### config.mk
export PLATFORM = sky130hd
export DESIGN_NAME = periodic_task_release_scheduler
export DESIGN_NICKNAME = d
export VERILOG_FILES = /design/src/sv/ptrs_pkg.sv /design/src/sv/periodic_task_release_scheduler.sv
export SDC_FILE = /design/constraint.sdc
export NUM_CORES = 1
export LEC_CHECK = 0
export ABC_AREA = 1
export BUFFER_PORTS_ARGS = -buffer_cell sky130_fd_sc_hd__buf_2
export CAP_MARGIN = 20
export CORE_MARGIN = 3
export CORE_UTILIZATION = 54
export CTS_CLUSTER_DIAMETER = 50
export DETAILED_ROUTE_END_ITERATION = 6
export PLACE_DENSITY = 0.72
export SYNTH_ARGS = -nofsm -noshare
export SYNTH_HDL_FRONTEND = slang
export SYNTH_SLANG_ARGS = --single-unit
export TNS_END_PERCENT = 10
### constraint.sdc
create_clock -name clk_i -period 13.05 [get_ports clk_i]
set_input_delay 0.6525 -clock clk_i [delete_from_list [all_inputs] [get_ports clk_i]]
set_output_delay 0.6525 -clock clk_i [all_outputs]
set_load 0.005 [all_outputs]
### src/sv/ptrs_pkg.sv
// ----------------------------------------------------------------------------
// ptrs_pkg: shared types and constants of the periodic task release scheduler
// Holds the command codes of an input beat, the sequencer states and the
// fixed widths of the payload fields.
// ----------------------------------------------------------------------------
package ptrs_pkg;

  // Command carried by an input beat.
  typedef enum logic [1:0] {
    KIND_LOAD  = 2'd0,
    KIND_START = 2'd1,
    KIND_TICK  = 2'd2,
    KIND_STOP  = 2'd3
  } kind_e;

  // Sequencer states.
  typedef enum logic [1:0] {
    ST_IDLE  = 2'd0,
    ST_PROC  = 2'd1,
    ST_FLUSH = 2'd2
  } state_e;

  localparam int unsigned TASK_ID_W   = 3;
  localparam int unsigned FIELD_W     = 16;
  localparam int unsigned TICK_W      = 32;
  localparam int unsigned TASK_CNT_W  = 4;
  localparam int unsigned RESULT_LIMIT = 8;
  localparam int unsigned REL_CNT_W   = 4;

endpackage

### src/sv/periodic_task_release_scheduler.sv
// ----------------------------------------------------------------------------
// periodic_task_release_scheduler: time-triggered task release scheduler
// Keeps per-slot countdowns and reload periods in small memories and walks
// the active slots one per cycle, unless a stalled output holds the walk, on start and tick beats, releasing tasks.
// ----------------------------------------------------------------------------
//
//  channel | direction | handshake                | payload
//  --------+-----------+--------------------------+------------------------------
//  cfg     | in        | cfg_valid_i / cfg_ready_o | cfg_data_i (task_count)
//  in      | in        | in_valid_i / in_ready_o   | kind, slot_index, delays
//  out     | out       | out_valid_o / out_ready_i | released_task, tick_value, last
//
//  Load and stop beats do not start a walk. Start and tick beats (a tick
//  only while running) walk N slots, where N is min(task_count, MAX_TASKS):
//  acceptance issues the first memory read, the shared decrement and
//  compare unit then takes one slot per cycle unless a stalled output holds
//  the walk, and the flush state hands over the last release. The single
//  read port of the countdown memory limits the walk to one slot per cycle.
//  Reset clears the run flag, the tick count, the ready marks and the
//  sequencer; the countdown and period memories are not cleared and hold
//  whatever the load beats wrote. A stalled output stalls the slot walk only
//  when a new release finds both the output register and the pending
//  release register occupied.
// ----------------------------------------------------------------------------
module periodic_task_release_scheduler #(
  parameter int MAX_TASKS  = 8,
  parameter int COUNT_BITS = 16
) (
  input  logic                                  clk_i,
  input  logic                                  rst_ni,

  input  logic                                  cfg_valid_i,
  output logic                                  cfg_ready_o,
  input  logic [ptrs_pkg::TASK_CNT_W-1:0]       cfg_data_i,

  input  logic                                  in_valid_i,
  output logic                                  in_ready_o,
  input  logic [1:0]                            kind_i,
  input  logic [ptrs_pkg::TASK_ID_W-1:0]        slot_index_i,
  input  logic [ptrs_pkg::FIELD_W-1:0]          first_delay_i,
  input  logic [ptrs_pkg::FIELD_W-1:0]          reload_period_i,

  output logic                                  out_valid_o,
  input  logic                                  out_ready_i,
  output logic [ptrs_pkg::TASK_ID_W-1:0]        released_task_o,
  output logic [ptrs_pkg::TICK_W-1:0]           tick_value_o,
  output logic                                  last_release_o
);

  // Slot index width and a scan counter wide enough to hold MAX_TASKS.
  localparam int IDX_W = (MAX_TASKS > 1) ? $clog2(MAX_TASKS) : 1;
  localparam int CNT_W = $clog2(MAX_TASKS + 1);

  // Countdown and period memories: one write and one registered read port.
  logic [COUNT_BITS-1:0] cd_mem [MAX_TASKS];
  logic [COUNT_BITS-1:0] pr_mem [MAX_TASKS];
  logic [COUNT_BITS-1:0] cd_rd_q;
  logic [COUNT_BITS-1:0] pr_rd_q;

  logic                  rd_en;
  logic [IDX_W-1:0]      rd_addr;
  logic                  cd_we;
  logic [IDX_W-1:0]      cd_waddr;
  logic [COUNT_BITS-1:0] cd_wdata;
  logic                  pr_we;

  // Control and status state.
  ptrs_pkg::state_e                   state_q, state_d;
  logic                               running_q, running_d;
  logic [ptrs_pkg::TICK_W-1:0]        tick_q, tick_d;
  logic [ptrs_pkg::TASK_CNT_W-1:0]    task_cnt_q;
  logic [MAX_TASKS-1:0]               ready_q, ready_d;
  logic                               mode_tick_q, mode_tick_d;
  logic [CNT_W-1:0]                   proc_q, proc_d;
  logic [ptrs_pkg::REL_CNT_W-1:0]     n_q, n_d;
  logic                               pend_valid_q, pend_valid_d;
  logic [ptrs_pkg::TASK_ID_W-1:0]     pend_task_q, pend_task_d;

  // Output register.
  logic                               out_valid_q, out_valid_d;
  logic [ptrs_pkg::TASK_ID_W-1:0]     out_task_q, out_task_d;
  logic [ptrs_pkg::TICK_W-1:0]        out_tick_q, out_tick_d;
  logic                               out_last_q, out_last_d;

  // Datapath of the slot walk.
  logic [CNT_W-1:0]      lim;
  logic [CNT_W-1:0]      proc_next;
  logic [IDX_W-1:0]      proc_idx;
  logic [IDX_W-1:0]      slot_idx;
  logic                  slot_ok;
  logic [COUNT_BITS-1:0] load_delay;
  logic [COUNT_BITS-1:0] load_period;
  logic [COUNT_BITS-1:0] cd_dec;
  logic [COUNT_BITS-1:0] cd_upd;
  logic                  fire;
  logic                  rel;
  logic                  out_free;
  logic                  start_scan;

  assign cfg_ready_o = 1'b1;

  // Number of slots visited: task_count, capped at the table size.
  assign lim = (32'(task_cnt_q) > MAX_TASKS) ? CNT_W'(MAX_TASKS) : CNT_W'(task_cnt_q);

  assign proc_next   = proc_q + CNT_W'(1);
  assign proc_idx    = proc_q[IDX_W-1:0];
  assign slot_idx    = IDX_W'(slot_index_i);
  assign slot_ok     = 32'(slot_index_i) < MAX_TASKS;
  assign load_delay  = COUNT_BITS'(first_delay_i);
  assign load_period = COUNT_BITS'(reload_period_i);

  // Shared unit: one decrement and zero compare per visited slot. On a start
  // walk the countdown passes through unchanged and only ready marks fire.
  assign cd_dec   = cd_rd_q - COUNT_BITS'(1);
  assign cd_upd   = mode_tick_q ? cd_dec : cd_rd_q;
  assign fire     = ready_q[proc_idx] | (mode_tick_q && (cd_dec == '0));
  assign rel      = fire && (n_q < ptrs_pkg::REL_CNT_W'(ptrs_pkg::RESULT_LIMIT));
  assign out_free = !out_valid_q || out_ready_i;

  always_comb begin
    state_d      = state_q;
    running_d    = running_q;
    tick_d       = tick_q;
    ready_d      = ready_q;
    mode_tick_d  = mode_tick_q;
    proc_d       = proc_q;
    n_d          = n_q;
    pend_valid_d = pend_valid_q;
    pend_task_d  = pend_task_q;
    out_valid_d  = out_valid_q;
    out_task_d   = out_task_q;
    out_tick_d   = out_tick_q;
    out_last_d   = out_last_q;
    rd_en        = 1'b0;
    rd_addr      = proc_idx;
    cd_we        = 1'b0;
    cd_waddr     = proc_idx;
    cd_wdata     = cd_upd;
    pr_we        = 1'b0;
    start_scan   = 1'b0;
    in_ready_o   = (state_q == ptrs_pkg::ST_IDLE);

    if (out_valid_q && out_ready_i) begin
      out_valid_d = 1'b0;
    end

    unique case (state_q)
      ptrs_pkg::ST_IDLE: begin
        if (in_valid_i) begin
          unique case (ptrs_pkg::kind_e'(kind_i))
            ptrs_pkg::KIND_LOAD: begin
              if (!running_q && slot_ok) begin
                cd_we             = 1'b1;
                cd_waddr          = slot_idx;
                cd_wdata          = load_delay;
                pr_we             = 1'b1;
                ready_d[slot_idx] = (load_delay == '0);
              end
            end
            ptrs_pkg::KIND_START: begin
              running_d   = 1'b1;
              mode_tick_d = 1'b0;
              start_scan  = 1'b1;
            end
            ptrs_pkg::KIND_TICK: begin
              if (running_q) begin
                tick_d      = tick_q + ptrs_pkg::TICK_W'(1);
                mode_tick_d = 1'b1;
                start_scan  = 1'b1;
              end
            end
            ptrs_pkg::KIND_STOP: begin
              running_d = 1'b0;
            end
          endcase
          if (start_scan && (lim != '0)) begin
            rd_en   = 1'b1;
            rd_addr = '0;
            proc_d  = '0;
            n_d     = '0;
            state_d = ptrs_pkg::ST_PROC;
          end
        end
      end

      ptrs_pkg::ST_PROC: begin
        // A new release needs room: the pending one moves to the output.
        if (!rel || !pend_valid_q || out_free) begin
          if (mode_tick_q || rel) begin
            cd_we    = 1'b1;
            cd_wdata = rel ? pr_rd_q : cd_upd;
          end
          ready_d[proc_idx] = fire && !rel;
          if (rel) begin
            if (pend_valid_q) begin
              out_valid_d = 1'b1;
              out_task_d  = pend_task_q;
              out_tick_d  = tick_q;
              out_last_d  = 1'b0;
            end
            pend_valid_d = 1'b1;
            pend_task_d  = ptrs_pkg::TASK_ID_W'(proc_idx);
            n_d          = n_q + ptrs_pkg::REL_CNT_W'(1);
          end
          if (proc_next < lim) begin
            rd_en   = 1'b1;
            rd_addr = proc_next[IDX_W-1:0];
            proc_d  = proc_next;
          end else begin
            state_d = ptrs_pkg::ST_FLUSH;
          end
        end
      end

      ptrs_pkg::ST_FLUSH: begin
        // The release still pending is the last one of this beat.
        if (!pend_valid_q) begin
          state_d = ptrs_pkg::ST_IDLE;
        end else if (out_free) begin
          out_valid_d  = 1'b1;
          out_task_d   = pend_task_q;
          out_tick_d   = tick_q;
          out_last_d   = 1'b1;
          pend_valid_d = 1'b0;
          state_d      = ptrs_pkg::ST_IDLE;
        end
      end

      default: begin
        state_d = ptrs_pkg::ST_IDLE;
      end
    endcase
  end

  always_ff @(posedge clk_i or negedge rst_ni) begin
    if (!rst_ni) begin
      state_q      <= ptrs_pkg::ST_IDLE;
      running_q    <= 1'b0;
      tick_q       <= '0;
      task_cnt_q   <= '0;
      ready_q      <= '0;
      mode_tick_q  <= 1'b0;
      proc_q       <= '0;
      n_q          <= '0;
      pend_valid_q <= 1'b0;
      out_valid_q  <= 1'b0;
    end else begin
      state_q      <= state_d;
      running_q    <= running_d;
      tick_q       <= tick_d;
      ready_q      <= ready_d;
      mode_tick_q  <= mode_tick_d;
      proc_q       <= proc_d;
      n_q          <= n_d;
      pend_valid_q <= pend_valid_d;
      out_valid_q  <= out_valid_d;
      if (cfg_valid_i && cfg_ready_o) begin
        task_cnt_q <= cfg_data_i;
      end
    end
  end

  // Payload registers carry no reset.
  always_ff @(posedge clk_i) begin
    pend_task_q <= pend_task_d;
    out_task_q  <= out_task_d;
    out_tick_q  <= out_tick_d;
    out_last_q  <= out_last_d;
  end

  // Slot memories.
  always_ff @(posedge clk_i) begin
    if (cd_we) begin
      cd_mem[cd_waddr] <= cd_wdata;
    end
    if (pr_we) begin
      pr_mem[slot_idx] <= load_period;
    end
    if (rd_en) begin
      cd_rd_q <= cd_mem[rd_addr];
      pr_rd_q <= pr_mem[rd_addr];
    end
  end

  assign out_valid_o     = out_valid_q;
  assign released_task_o = out_task_q;
  assign tick_value_o    = out_tick_q;
  assign last_release_o  = out_last_q;

  // No beat ever produces more releases than the result limit.
  a_rel_limit: assert property (@(posedge clk_i) disable iff (!rst_ni)
    n_q <= ptrs_pkg::REL_CNT_W'(ptrs_pkg::RESULT_LIMIT))
    else $error("release count above limit");

  // Back in idle, no release may be left pending.
  a_idle_no_pend: assert property (@(posedge clk_i) disable iff (!rst_ni)
    (state_q == ptrs_pkg::ST_IDLE) |-> !pend_valid_q)
    else $error("pending release lost on return to idle");

  // The walk never visits a slot beyond the scan limit.
  a_proc_range: assert property (@(posedge clk_i) disable iff (!rst_ni)
    (state_q == ptrs_pkg::ST_PROC) |-> (proc_q < lim))
    else $error("slot walk beyond scan limit");

  // An accepted tick while running advances the tick count by one.
  a_tick_inc: assert property (@(posedge clk_i) disable iff (!rst_ni)
    (in_valid_i && in_ready_o && (kind_i == ptrs_pkg::KIND_TICK) && running_q)
    |=> (tick_q == $past(tick_q) + ptrs_pkg::TICK_W'(1)))
    else $error("tick count did not advance");

  // The tick count is frozen during a slot walk.
  a_tick_hold: assert property (@(posedge clk_i) disable iff (!rst_ni)
    (state_q != ptrs_pkg::ST_IDLE) |=> $stable(tick_q))
    else $error("tick count changed during a walk");

endmodule
==> impl_metrics.py <==
metrics = {
    "worst_setup_path": {
        "crit_chain": "inv_2 > ha_1 > nand2_1 > nor2_4 > nand2_1 > xor2_1 > nor2_1 > nand2_1 > nand2_2 > nand3_2 > nand2_2 > nand2_1 > nand3_4 > nand2_4 > buf_4 > nand2_1 > nand3_1 > nand3_1 > nand2_1",
        "cpMaxStageDelayCell": "buf_4",
        "required_ps": 13450,
        "worstSetupEndpointType": "register",
        "critPathKind": "reg -> reg",
        "cp_common_cell": "nand2_1",
        "rrSetupSlack_ps": 8460,
        "path_delay_family": "simple AND/OR/NAND/NOR gates",
        "cp-start-kind": "register",
        "path_max_fanout": 100,
        "cpPeakStageDelay_ps": 870,
        "r2r_cells": 19,
        "r2r_end": "cd_rd_q[0]$_DFFE_PP_",
        "reg2reg_from": "cd_rd_q[0]$_DFFE_PP_",
        "arrival_ps": 4990,
        "path_buf_inv": 2,
    },
    "yosys": {
        "synth.yosys.warnings": 0,
        "synthXorXnorAreaFrac_pct": 1.92,
        "synthesis.area_um2": 16800,
        "synth_compound_area_share_pct": 4.51,
        "muxShareOfSynthArea_pct": 0.201,
        "ys_seq_area_share_pct": 66.9,
        "synth_seq_cells": 385,
        "synth_nets": 1573,
        "yosys.area_share.simple_pct": 21.0,
        "ys_types": 44,
        "syn-mean-instance-area_um2": 11.1,
        "synth_top_family_by_area": "simple AND/OR/NAND/NOR gates",
        "synthAdderAreaFrac_pct": 1.11,
        "synth_cells": 1512,
    },
    "power": {
        "fin_total_pwr_mw": 4.79,
        "powerDensity_nw_per_um2": 254,
        "leakage_nw": 7.22,
        "ir_drop_uv": 200,
    },
    "grt": {
        "grt_use_met1_pct": 32.3,
        "overflow": 0,
        "grtUsageTotal_pct": 23.6,
        "grt_pass1_wl_um": 61900,
        "grt_busiest_layer": "met2",
        "grtUsageMet2_pct": 38.1,
        "grt_max_degree": 101,
        "met3_usage_pct": 4.54,
        "grt_pass1_vias": 11400,
        "antenna_found_initial": 0,
    },
    "drt": {
        "drc_errors": 0,
        "wire_per_inst_um": 19.5,
        "detail_route.first_pass.iterations": 5,
        "postRouteWirelength_um": 39300,
        "initialDrtViolationCount": 1242,
        "via_per_inst": 5.93,
        "vias": 11900,
        "postRouteAntennaNets": 0,
    },
    "sta": {
        "hold_slack_ps": 267,
        "slew_violations": 0,
        "hold_viol": 0,
        "grt_setup_unrepaired": "false",
        "tns_ps": 0,
        "setup_violations": 0,
        "worst_pin_slew_ps": 1100,
        "period_share_pct": 35.1,
        "clock.fmax_mhz": 218,
        "maxSlewHeadroom_pct": 26.9,
        "period_minus_slack_ps": 4590,
        "clock_skew_ps": 13.8,
    },
    "floorplan": {
        "die_h_um": 183,
        "ios": 85,
        "start_util_pct": 54.9,
        "dieWidth_um": 183,
        "dieArea_um2": 33300,
        "core_um2": 30700,
        "rows": 64,
    },
    "cells_and_area": {
        "layout-drive-gt1-share_pct": 12.3,
        "area_delta_synth_final_pct": 11.9,
        "final_core_util_pct": 61.4,
        "fin_cells": 2015,
        "finalNetCount": 1652,
        "antenna_cells": 0,
    },
    "clock_tree": {
        "clockBufferDepth": 3,
        "post_cts_resize_count": 0,
        "cts-root-buf": "clkbuf_16",
        "cts.sinks": 385,
        "path_clk_slew_ps": 60,
        "cts_tree": "yes",
        "cts.htree.levels": 2,
        "clkLatencyLatePin_ps": 530,
        "numCtsBuffers": 40,
        "cts_setup_buffers": 0,
        "hold_buffers": 0,
    },
    "placement": {
        "placedCellCount": 1945,
        "hpwl_um": 23600,
        "gp_congestion": 0.961,
        "portBuffers": 83,
    },
    "min_path": {
        "hp-class": "in -> async",
    },
    "run": {
        "drv_cap": 0,
    },
    "status": {
        "status": "completed",
    },
}
[registers in the layout (all words and copies together) (netlist names)]
name	flops
mode_tick_q	1
pr_mem	128
task_cnt_q	4
last_release_o	1
cd_rd_q	16
tick_value_o	32
released_task_o	3
running_q	1
cd_mem	128
pr_rd_q	16
pend_task_q	3
state_q	2
pend_valid_q	1
out_valid_o	1
n_q	4
tick_q	32
proc_q	4
ready_q	8
[metrics by stage]
step / worst slack (ps) / area [um^2]
CTS: 8530 / 18800
floorplan: 7730 / 16800
detailed placement: 8600 / 17700
global route: 8050 / 18800
finish: 8460 / 18800
global placement: 8750 / 17700
[cell usage after synthesis (all sizes together)]
master / instances / area [um^2]
nand3: 358 / 1800
edfxtp: 327 / 9820
nand2: 300 / 1130
inv: 88 / 330
nor2: 79 / 322
o21ai: 61 / 309
dfrtp: 58 / 1450
buf: 47 / 299
clkbuf: 26 / 97.6
xor2: 26 / 228
a21oi: 24 / 135
nor3: 21 / 115
ha: 15 / 188
nand4: 14 / 87.6
a22oi: 11 / 82.6
xnor2: 11 / 96.3
o221ai: 6 / 52.6
o22ai: 6 / 37.5
nor4: 5 / 31.3
a211oi: 4 / 30.0
o21a: 4 / 30.0
a31oi: 3 / 18.8
mux2: 3 / 33.8
o211ai: 3 / 22.5
o32ai: 3 / 26.3
nand3b: 2 / 15.0
o31ai: 2 / 15.0
and3: 1 / 6.26
clkinv: 1 / 3.75
conb: 1 / 3.75
nor3b: 1 / 12.5
nor4b: 1 / 8.76
[cells by family after synthesis]
family          count (synthesis)
flops                         385
other cells                     1
simple gates                  782
xor+xnor                       37
compound gates                127
mux                             3
fa+ha+maj                      15
buf+inv                       162
[worst max path at each step]
| stage | startpoint | to | slack, ps | cells after the start |
|---|---|---|---|---|
| 4_1_cts | cd_rd_q[0]$_DFFE_PP_ | cd_rd_q[0]$_DFFE_PP_ | 8530 | 19 |
| 3_3_place_gp | cd_rd_q[0]$_DFFE_PP_ | cd_rd_q[12]$_DFFE_PP_ | 8750 | 19 |
| 3_5_place_dp | cd_rd_q[0]$_DFFE_PP_ | pr_rd_q[6]$_DFFE_PP_ | 8600 | 21 |
| 6_report | cd_rd_q[0]$_DFFE_PP_ | cd_rd_q[0]$_DFFE_PP_ | 8460 | 19 |
| 2_1_floorplan | cd_rd_q[0]$_DFFE_PP_ | last_release_o$_DFFE_PP_ | 7730 | 16 |
| 5_1_grt | cd_rd_q[0]$_DFFE_PP_ | cd_rd_q[0]$_DFFE_PP_ | 8050 | 19 |
[layer usage]
layer  up-vias  wire (um)
met5         -          0
li1       5536          -
met3       104       3970
met2       650      18300
met1      5650      15700
met4         0       1360
[report_power, final]
group / internal [mW] / total [mW] / switching (mW)
registers: 1.73 / 1.84 / 0.112
logic: 0.529 / 1.92 / 1.39
clock network: 0.577 / 1.03 / 0.452
[cell usage in the layout (no fill, tap or decap), types with 14 or more instances in the layout]
| cell type | netlist | routed |
|---|---|---|
| a21oi_1 | 22 | 22 |
| buf_2 | 23 | 83 |
| buf_4 | 23 | 27 |
| clkbuf_1 | 26 | 16 |
| clkbuf_16 | 0 | 40 |
| dfrtp_1 | 58 | 58 |
| edfxtp_1 | 327 | 327 |
| ha_1 | 15 | 15 |
| inv_1 | 86 | 86 |
| nand2_1 | 297 | 295 |
| nand3_1 | 356 | 356 |
| nand4_1 | 14 | 14 |
| nor2_1 | 73 | 73 |
| o21ai_0 | 59 | 59 |
| xor2_1 | 26 | 26 |
[worst reg2reg max path, delay by kind of cell, from the launching register on]
family / cells / cell delay, ps
simple gates: 15 / 2520
buf+inv: 2 / 1030
flops: 1 / 460
xor+xnor: 1 / 240
fa+ha+maj: 1 / 220
[final cells by class]
cell class,count,area [um^2]
sequential,385,11300
clock inverter,13,97.6
timing repair buffer,110,618
tap,396,495
multi-input combinational,965,4950
clock buffer,57,1070
fill,2372,11800
inverter,89,334
No activity file was read; power rests on OpenSTA's default activity.
